--- src/rtl/efnm_pkg.sv ---
`default_nettype none
package efnm_pkg;

  localparam int DEF_MAX_PIXELS     = 4096;
  localparam int DEF_MAX_COMPONENTS = 16;
  localparam int DEF_MAX_TRAIN      = 256;

  localparam int CFG_DATA_W = 16;
  localparam int CFG_IDX_W  = 2;

  localparam logic [CFG_IDX_W-1:0] REG_NUM_PIXELS     = 2'd0;
  localparam logic [CFG_IDX_W-1:0] REG_NUM_COMPONENTS = 2'd1;
  localparam logic [CFG_IDX_W-1:0] REG_NUM_TRAIN      = 2'd2;

  localparam logic [1:0] CMD_MEAN   = 2'd0;
  localparam logic [1:0] CMD_WEIGHT = 2'd1;
  localparam logic [1:0] CMD_TRAIN  = 2'd2;
  localparam logic [1:0] CMD_PIXEL  = 2'd3;

  localparam logic [62:0] DIST_MAX = {63{1'b1}};

  typedef enum logic [1:0] {
    OP_MEAN,
    OP_WEIGHT,
    OP_TRAIN,
    OP_PIXEL
  } op_t;

  typedef struct packed {
    op_t                kind;
    logic [11:0]        pixel_index;
    logic [3:0]         component_index;
    logic [7:0]         train_index;
    logic signed [31:0] value;
    logic               last;
  } item_t;

  typedef struct packed {
    logic [12:0] num_pixels;
    logic [4:0]  num_components;
    logic [8:0]  num_train;
  } cfg_t;

  typedef enum logic [2:0] {
    S_IDLE,
    S_MEAN,
    S_MAC,
    S_DIST,
    S_DONE
  } state_t;

  function automatic logic signed [31:0] to_projection(input logic signed [47:0] acc);
    logic signed [32:0] sh;
    begin
      sh = 33'(acc >>> 15);
      if (sh > 33'sh0_7FFF_FFFF) begin
        to_projection = 32'sh7FFF_FFFF;
      end else if (sh < -33'sh0_8000_0000) begin
        to_projection = 32'sh8000_0000;
      end else begin
        to_projection = sh[31:0];
      end
    end
  endfunction

endpackage
`default_nettype wire

--- src/rtl/efnm_front.sv ---
`default_nettype none
module efnm_front import efnm_pkg::*; (
  input  wire logic               clk,
  input  wire logic               rst,
  input  wire logic               push,
  output logic                    full,
  input  wire logic [1:0]         cmd,
  input  wire logic [11:0]        pixel_index,
  input  wire logic [3:0]         component_index,
  input  wire logic [7:0]         train_index,
  input  wire logic signed [31:0] value,
  input  wire logic               last,
  output logic                    head_valid,
  output item_t                   head,
  input  wire logic               head_pop
);

  localparam int DEPTH = 4;

  item_t      q [DEPTH];
  logic [1:0] wr_ptr;
  logic [1:0] rd_ptr;
  logic [2:0] count;
  item_t      item_in;
  logic       do_push;
  logic       do_pop;

  always_comb begin
    case (cmd)
      CMD_MEAN:   item_in.kind = OP_MEAN;
      CMD_WEIGHT: item_in.kind = OP_WEIGHT;
      CMD_TRAIN:  item_in.kind = OP_TRAIN;
      CMD_PIXEL:  item_in.kind = OP_PIXEL;
      default:    item_in.kind = OP_PIXEL;
    endcase
    item_in.pixel_index     = pixel_index;
    item_in.component_index = component_index;
    item_in.train_index     = train_index;
    item_in.value           = value;
    item_in.last            = last;
  end

  assign full       = (count == 3'(DEPTH));
  assign head_valid = (count != 3'd0);
  assign head       = q[rd_ptr];
  assign do_push    = push && !full;
  assign do_pop     = head_pop && head_valid;

  always_ff @(posedge clk) begin
    if (do_push) begin
      q[wr_ptr] <= item_in;
    end
  end

  always_ff @(posedge clk) begin
    if (rst) begin
      wr_ptr <= '0;
      rd_ptr <= '0;
      count  <= '0;
    end else begin
      if (do_push) begin
        wr_ptr <= wr_ptr + 2'd1;
      end
      if (do_pop) begin
        rd_ptr <= rd_ptr + 2'd1;
      end
      case ({do_push, do_pop})
        2'b10:   count <= count + 3'd1;
        2'b01:   count <= count - 3'd1;
        default: count <= count;
      endcase
    end
  end

endmodule
`default_nettype wire

--- config.mk ---
export PLATFORM = sky130hd
export DESIGN_NAME = efnm_front
export DESIGN_NICKNAME = d
export VERILOG_FILES = /design/src/rtl/efnm_pkg.sv /design/src/rtl/efnm_front.sv
export SDC_FILE = /design/constraint.sdc
export NUM_CORES = 1
export LEC_CHECK = 0
export BUFFER_PORTS_ARGS = -buffer_cell sky130_fd_sc_hd__buf_2
export CAP_MARGIN = 40
export CORE_MARGIN = 2
export CORE_UTILIZATION = 45
export CTS_BUF_LIST = sky130_fd_sc_hd__clkbuf_16
export CTS_CLUSTER_SIZE = 8
export DETAILED_ROUTE_END_ITERATION = 8
export PLACE_DENSITY = 0.69
export SETUP_SLACK_MARGIN = 0.5
export SKIP_LAST_GASP = 1
export SLEW_MARGIN = 20
export SYNTH_ARGS = -nofsm -noshare
export SYNTH_HDL_FRONTEND = slang
export SYNTH_SLANG_ARGS = --single-unit
--- constraint.sdc ---
create_clock -name clk -period 6.6 [get_ports clk]
set_input_delay 0.33 -clock clk [delete_from_list [all_inputs] [get_ports clk]]
set_output_delay 0.33 -clock clk [all_outputs]
set_load 0.01 [all_outputs]
==> results of run 1 <==
==> layer usage <==
layer | wire, um | part of all wire [%]
met2 | 7954 | 50
met5 | 0 | 0
met3 | 1120 | 7.0
met1 | 6620 | 41
met4 | 263 | 1.6
==> registers in the layout, summed over array words and instances, names as in the netlist, named ones only <==
signal	count
count	3
rd_ptr	2
q	236
wr_ptr	2
==> final cells by class <==
cell class | count | area, um2 | share of cell area, %
Clock inverter | 7 | 38.79 | 0.3544
Timing Repair Buffer | 132 | 728.2 | 6.654
Sequential cell | 245 | 7272 | 66.45
Tap cell | 265 | 331.6 | 3.030
Inverter | 7 | 26.28 | 0.2401
Multi-Input combinational cell | 94 | 1594 | 14.57
Antenna cell | 1 | 2.502 | 0.02287
Clock buffer | 38 | 950.9 | 8.689
==> cell usage after synthesis, types with 3 or more instances <==
library cell	count	area, um2
and2_1	4	25.02
dfxtp_1	9	180.2
xor2_1	3	26.28
a21oi_1	3	15.01
inv_1	7	26.28
or3_1	3	18.77
ha_1	5	62.56
edfxtp_1	236	7087
buf_4	4	30.03
nor2_1	7	26.28
clkbuf_1	6	22.52
mux4_2	59	1329
buf_2	3	15.01
==> where the power goes <==
| group | internal, W | switching, W |
|---|---|---|
| clock | 0.00101 | 0.000575 |
| sequential | 0.00187 | 0.0000775 |
| combinational | 0.000446 | 0.000430 |
| total | 0.00332 | 0.00108 |
==> kinds of logic (layout without fill, tap and decap cells) <==
logic type                 after synthesis  in the layout  synth area share (%)
AOI/OAI and AO/OA                        7              7                0.4724
xor gates and xnor gates                 4              4                0.3891
adders and majority gates                6              6                0.9171
buffers and inverters                   24            184                 1.653
DFF                                    245            245                 80.70
muxes                                   60             60                 14.87
other                                    0              1                     0
and+or+nand+nor                         17             17                 1.000
==> worst min path at each step <==
stage	startpoint	end	slack, ps	cells after the start
after floorplan	last	q[0][0]	430	0
after global placement	wr_ptr[1]	wr_ptr[1]	500	2
after detailed placement	rd_ptr[1]	flip-flop	510	2
after CTS	value[27]	q[2][28]	30	1
after global routing	value[3]	q[3][4]	30	1
final	value[27]	q[2][28]	50	1
==> metrics by stage <==
stage | instances | total power [W] | setup slack (ps)
after detailed placement | 740 | 0.002849 | 3956
after global placement | 740 | 0.002826 | 4021
final | 789 | 0.004402 | 3824
after floorplan | 363 | 0.002565 | 3986
after global routing | 788 | 0.004606 | 3650
after CTS | 785 | 0.004453 | 3480
==> results.py, run 1 <==
metrics = {
    "cells_and_area": {
        "final_core_util_pct": 56.05,
        "layout_common_cells": "236 x edfxtp_1, 123 x buf_2, 59 x mux4_2, 38 x clkbuf_16, 12 x inv_1",
        "mostFrequentLayoutCell": "edfxtp_1",
        "final_area_um2": 10940,
        "syn2layout_area_growth_pct": 21.54,
        "fillCellCount": 1474,
        "layout.nets": 585,
        "drive_gt1_share_pct": 45.12,
    },
    "yosys": {
        "ys_seq_elements": 245,
        "synthDistinctLibCells": 24,
        "synth_flop_cell": "edfxtp_1",
        "synthArstFlopShare_pct": 0,
        "synth.cell_area_um2": 9005,
        "synth_edf_count": 236,
        "syn_area_per_cell_um2": 24.81,
        "synth-seq-area-share_pct": 80.70,
        "yosys_warnings": 0,
        "synthCells": 363,
        "synth_fp_nets": 432,
    },
    "grt": {
        "met3_usage_pct": 4.734,
        "grt_pass1_wl_mm": 25.34,
        "antenna_found_initial": 1,
        "overflow": 0,
        "grt_pass1_vias": 4594,
        "grt_max_degree": 60,
        "busiest_layer": "met2",
        "grt_use_met2_pct": 25.38,
        "grt_use_total_pct": 15.44,
        "use_met1_pct": 19.93,
    },
    "worst_setup_path": {
        "slowest_delay_ps": 660,
        "end_kind": "output port",
        "r2r-end": "q[1][15]",
        "critPathBufInv": 3,
        "criticalPathCategory": "flip-flop to output port",
        "cp.arrival_ps": 2450,
        "required_ps": 6270,
        "rr_startpoint": "count[0]",
        "cp-start-kind": "flip-flop",
        "reg2reg_slack_ps": 4030,
        "crit_path_end": "head[49]",
        "cp_max_fo": 35,
        "r2r_cells": 4,
        "path_cells": "buf_4 -> buf_16 -> mux4_2 -> buf_2",
        "worst_path_max_delay_cell": "dfxtp_4",
        "crit_family": "buffers and inverters",
        "crit_cells": 4,
    },
    "route": {
        "wl_per_cell_um": 20.23,
        "drt_wl_total_mm": 15.96,
        "drtAntennaViolNets": 0,
        "drc_errors": 0,
        "initialDrtViolationCount": 182,
        "dr.pass1.iters": 4,
        "num_vias": 4133,
        "vias_per_cell": 5.238,
    },
    "cts": {
        "clk_pin_slew_ps": 50,
        "numClockSinks": 245,
        "cts_tree": "done",
        "htreeDepth": 2,
        "clockBufferDepth": 3,
        "ctsHoldBuffers": 0,
        "cts_resized": 0,
        "cts_setup_buffers": 0,
        "numCtsBuffers": 36,
        "insertion_delay_ps": 490,
        "cts_root_buffer": "clkbuf_16",
    },
    "power": {
        "p_per_area_nw_per_um2": 402.2,
        "leakage_nw": 3.727,
        "ir_drop_mv": 0.2139,
    },
    "floorplan": {
        "initial_utilization_pct": 46.12,
        "die_y_um": 145.5,
        "row_count": 51,
        "core_um2": 19530,
        "pin_count": 124,
        "die_area_um2": 21160,
        "die_w_um": 145.5,
    },
    "run": {
        "drv_cap": 0,
    },
    "sta": {
        "hold_viol": 0,
        "rsz0062_at_grt": "false",
        "slew_violations": 0,
        "whs_ps": 52.54,
        "worst_pin_slew_ps": 687.8,
        "setup-violations-final": 0,
        "relSlewSlack_pct": 54.15,
        "fmax_ghz": 0.3602,
        "finalCritPeriodShare_pct": 42.06,
        "clock_skew_ps": 12.29,
        "finalCriticalPeriod_ps": 2776,
        "fin_setup_tns_ps": 0,
    },
    "place": {
        "place_area_um2": 9884,
        "io_buffers": 123,
        "dpl.hpwl_mm": 9.343,
        "place_congestion": 0.6846,
    },
    "outcome": {
        "status": "finished, final reports clean",
    },
    "hold_path": {
        "hp-class": "input pin to flip-flop",
    },
}
(Power assumes the default switching activity.)
==> inputs of run 2 (changes only) <==
Settings changed: PLACE_DENSITY 0.69 to 0.71.
Clock period 6.6 ns to 2.45 ns, I/O delays scaled along.
==> results.py, run 2 (same netlist as run 1, synthesis figures left out) <==
metrics = {
    "outcome": {
        "status": "finished, final reports clean",
    },
    "worst_setup_path": {
        "crit_path_end": "count[2]",
        "rr_startpoint": "count[0]",
        "end_kind": "flip-flop",
        "cp-startpoint": "count[0]",
        "cp-start-kind": "flip-flop",
        "criticalPathCategory": "flip-flop to flip-flop",
        "crit_family": "simple AND/OR/NAND/NOR gates",
        "critPathBufInv": 2,
        "required_ps": 2850,
        "r2r_cells": 9,
        "slowest_delay_ps": 370,
        "r2r-end": "count[2]",
        "cp.arrival_ps": 2420,
        "crit_cells": 9,
        "worst_path_max_delay_cell": "fa_2",
        "cp_max_fo": 4,
        "reg2reg_slack_ps": 430,
        "path_cells": "nor3b_4 -> nor2_4 -> inv_2 -> ha_4 -> inv_2 -> fa_2 -> xor2_2 -> or3_4 -> a21oi_2",
        "cp_common_cell": "inv_2",
    },
    "cells_and_area": {
        "layout.nets": 663,
        "final_area_um2": 11900,
        "top_regs": "q x236, count x3",
        "layout_common_cells": "236 x edfxtp_1, 116 x buf_2, 60 x dlygate4sd3_1, 59 x mux4_2, 39 x clkbuf_16",
        "drive_gt1_share_pct": 44.43,
        "fin_cells": 866,
        "fillCellCount": 1404,
        "largest_reg_flops": 236,
        "syn2layout_area_growth_pct": 32.14,
        "mostFrequentLayoutCell": "edfxtp_1",
        "top_register": "q",
        "diodes": 0,
    },
    "place": {
        "io_buffers": 123,
        "dpl.hpwl_mm": 9.863,
        "placed_cells": 746,
        "place_congestion": 0.6938,
        "dp_slack_ps": 399.0,
        "place_area_um2": 10050,
    },
    "route": {
        "drt_wl_total_mm": 17.52,
        "initialDrtViolationCount": 254,
        "met3_length_mm": 1.019,
        "routed.top_layer": "met4",
        "wl_met2_mm": 9.236,
        "wl_per_cell_um": 20.23,
        "dr.pass1.iters": 4,
        "drt-met1-wl_mm": 6.981,
        "vias_per_cell": 5.212,
        "drtAntennaViolNets": 0,
        "num_vias": 4514,
        "drc_errors": 0,
    },
    "run": {
        "drv_cap": 0,
    },
    "sta": {
        "hold_viol": 0,
        "slew_violations": 0,
        "finalCritPeriodShare_pct": 82.38,
        "finalCriticalPeriod_ps": 2018,
        "worst_pin_slew_ps": 637.3,
        "setup_slack_ps": 431.7,
        "rsz0062_at_grt": "true",
        "setup-violations-final": 0,
        "fmax_ghz": 0.4955,
        "fin_setup_tns_ps": 0,
        "clock_skew_ps": 22.55,
        "whs_ps": 118.1,
        "relSlewSlack_pct": 56.97,
    },
    "cts": {
        "htreeDepth": 2,
        "clk_pin_slew_ps": 50,
        "cts_root_buffer": "clkbuf_16",
        "clockBufferDepth": 3,
        "cts_tree": "done",
        "insertion_delay_ps": 500,
        "numCtsBuffers": 36,
        "numClockSinks": 245,
    },
    "floorplan": {
        "pin_count": 124,
        "die_y_um": 145.5,
        "die_w_um": 145.5,
        "row_count": 51,
        "initial_utilization_pct": 46.12,
        "core_um2": 19530,
        "die_area_um2": 21160,
    },
    "power": {
        "leakage_nw": 4.128,
        "p_comb_share_pct": 24.1,
        "ir_drop_mv": 0.7967,
        "p_per_area_nw_per_um2": 1039,
        "cell_internal_pwr_w": 0.009279,
        "swShare_pct": 24.97,
        "seqPwrFrac_pct": 41.7,
        "pwr-share-clk_pct": 34.2,
        "switching_power_w": 0.003088,
    },
    "grt": {
        "overflow": 0,
        "grt_max_degree": 38,
        "grt_use_total_pct": 16.64,
        "antenna_found_initial": 0,
        "grt_pass1_vias": 5017,
        "grt_pass1_wl_mm": 27.27,
    },
    "hold_path": {
        "hp-class": "input pin to flip-flop",
    },
}
[run 2: cell types whose count changed in the layout (fill, tap and decap cells not counted), sizes merged]
| cell | before | now |
|---|---|---|
| clkinv | 2 | 1 |
| clkbuf | 38 | 39 |
| diode | 1 | 0 |
| buf | 132 | 148 |
| dlygate4sd3 | 0 | 60 |
| inv | 12 | 14 |
[run 2: metal layers]
layer | global-route usage (%) | vias up
li1 | - | 1983
met1 | 20.14 | 2358
met2 | 29.24 | 141
met3 | 4.796 | 32
met4 | 4.902 | 0
met5 | 0 | -
[run 2: how the worst min path moves through the flow]
stage	to	startpoint	cells after the start
after global routing	wr_ptr[0]	push	4
after CTS	wr_ptr[0]	push	4
after floorplan	q[0][0]	last	0
after detailed placement	q[3][20]	value[19]	1
after global placement	q[0][22]	value[21]	1
final	wr_ptr[0]	push	4
[run 2: worst register-to-register path, stage by stage (launching register included)]
cell and delay, ps:
dfxtp_4 360, nor3b_4 270, nor2_4 70, inv_2 80, ha_4 140, inv_2 40
fa_2 370, xor2_2 160, or3_4 330, a21oi_2 130
[run 2: timing repair]
action / 4_1_cts / 5_1_grt
resized for setup: 8 / 14
pin swaps: 5 / 7
buffers inserted: 9 / 4
gates cloned: 0 / 2
setup endpoints to repair: 60 / 59
hold buffers: 60 / 0
hold endpoints to repair: 244 / 0
[run 2: area by class of cell]
class	instances	area, um2	area share [%]
well taps	265	331.6	2.787
clock inverters	8	41.29	0.3470
repair buffers	210	1642	13.80
clock buffers	37	925.9	7.781
flip-flops and latches	245	7283	61.21
inverters	7	26.28	0.2208
multi-input cells	94	1649	13.86
[run 2: power groups by stage]
stage / Clock (W) / Sequential, W / Combinational (W)
after floorplan: 0 / 0.00517 / 0.00175
after global placement: 0 / 0.00530 / 0.00246
after detailed placement: 0 / 0.00533 / 0.00249
after CTS: 0.00432 / 0.00517 / 0.00278
after global routing: 0.00452 / 0.00518 / 0.00321
final: 0.00422 / 0.00516 / 0.00298
[run 2: per-stage QoR]
step / utilization [%] / power [W]
CTS: 60.09 / 0.01228
global route: 60.94 / 0.01292
floorplan: - / 0.006923
detailed placement: 51.46 / 0.007821
global placement: 51.46 / 0.007755
finish: 60.94 / 0.01237
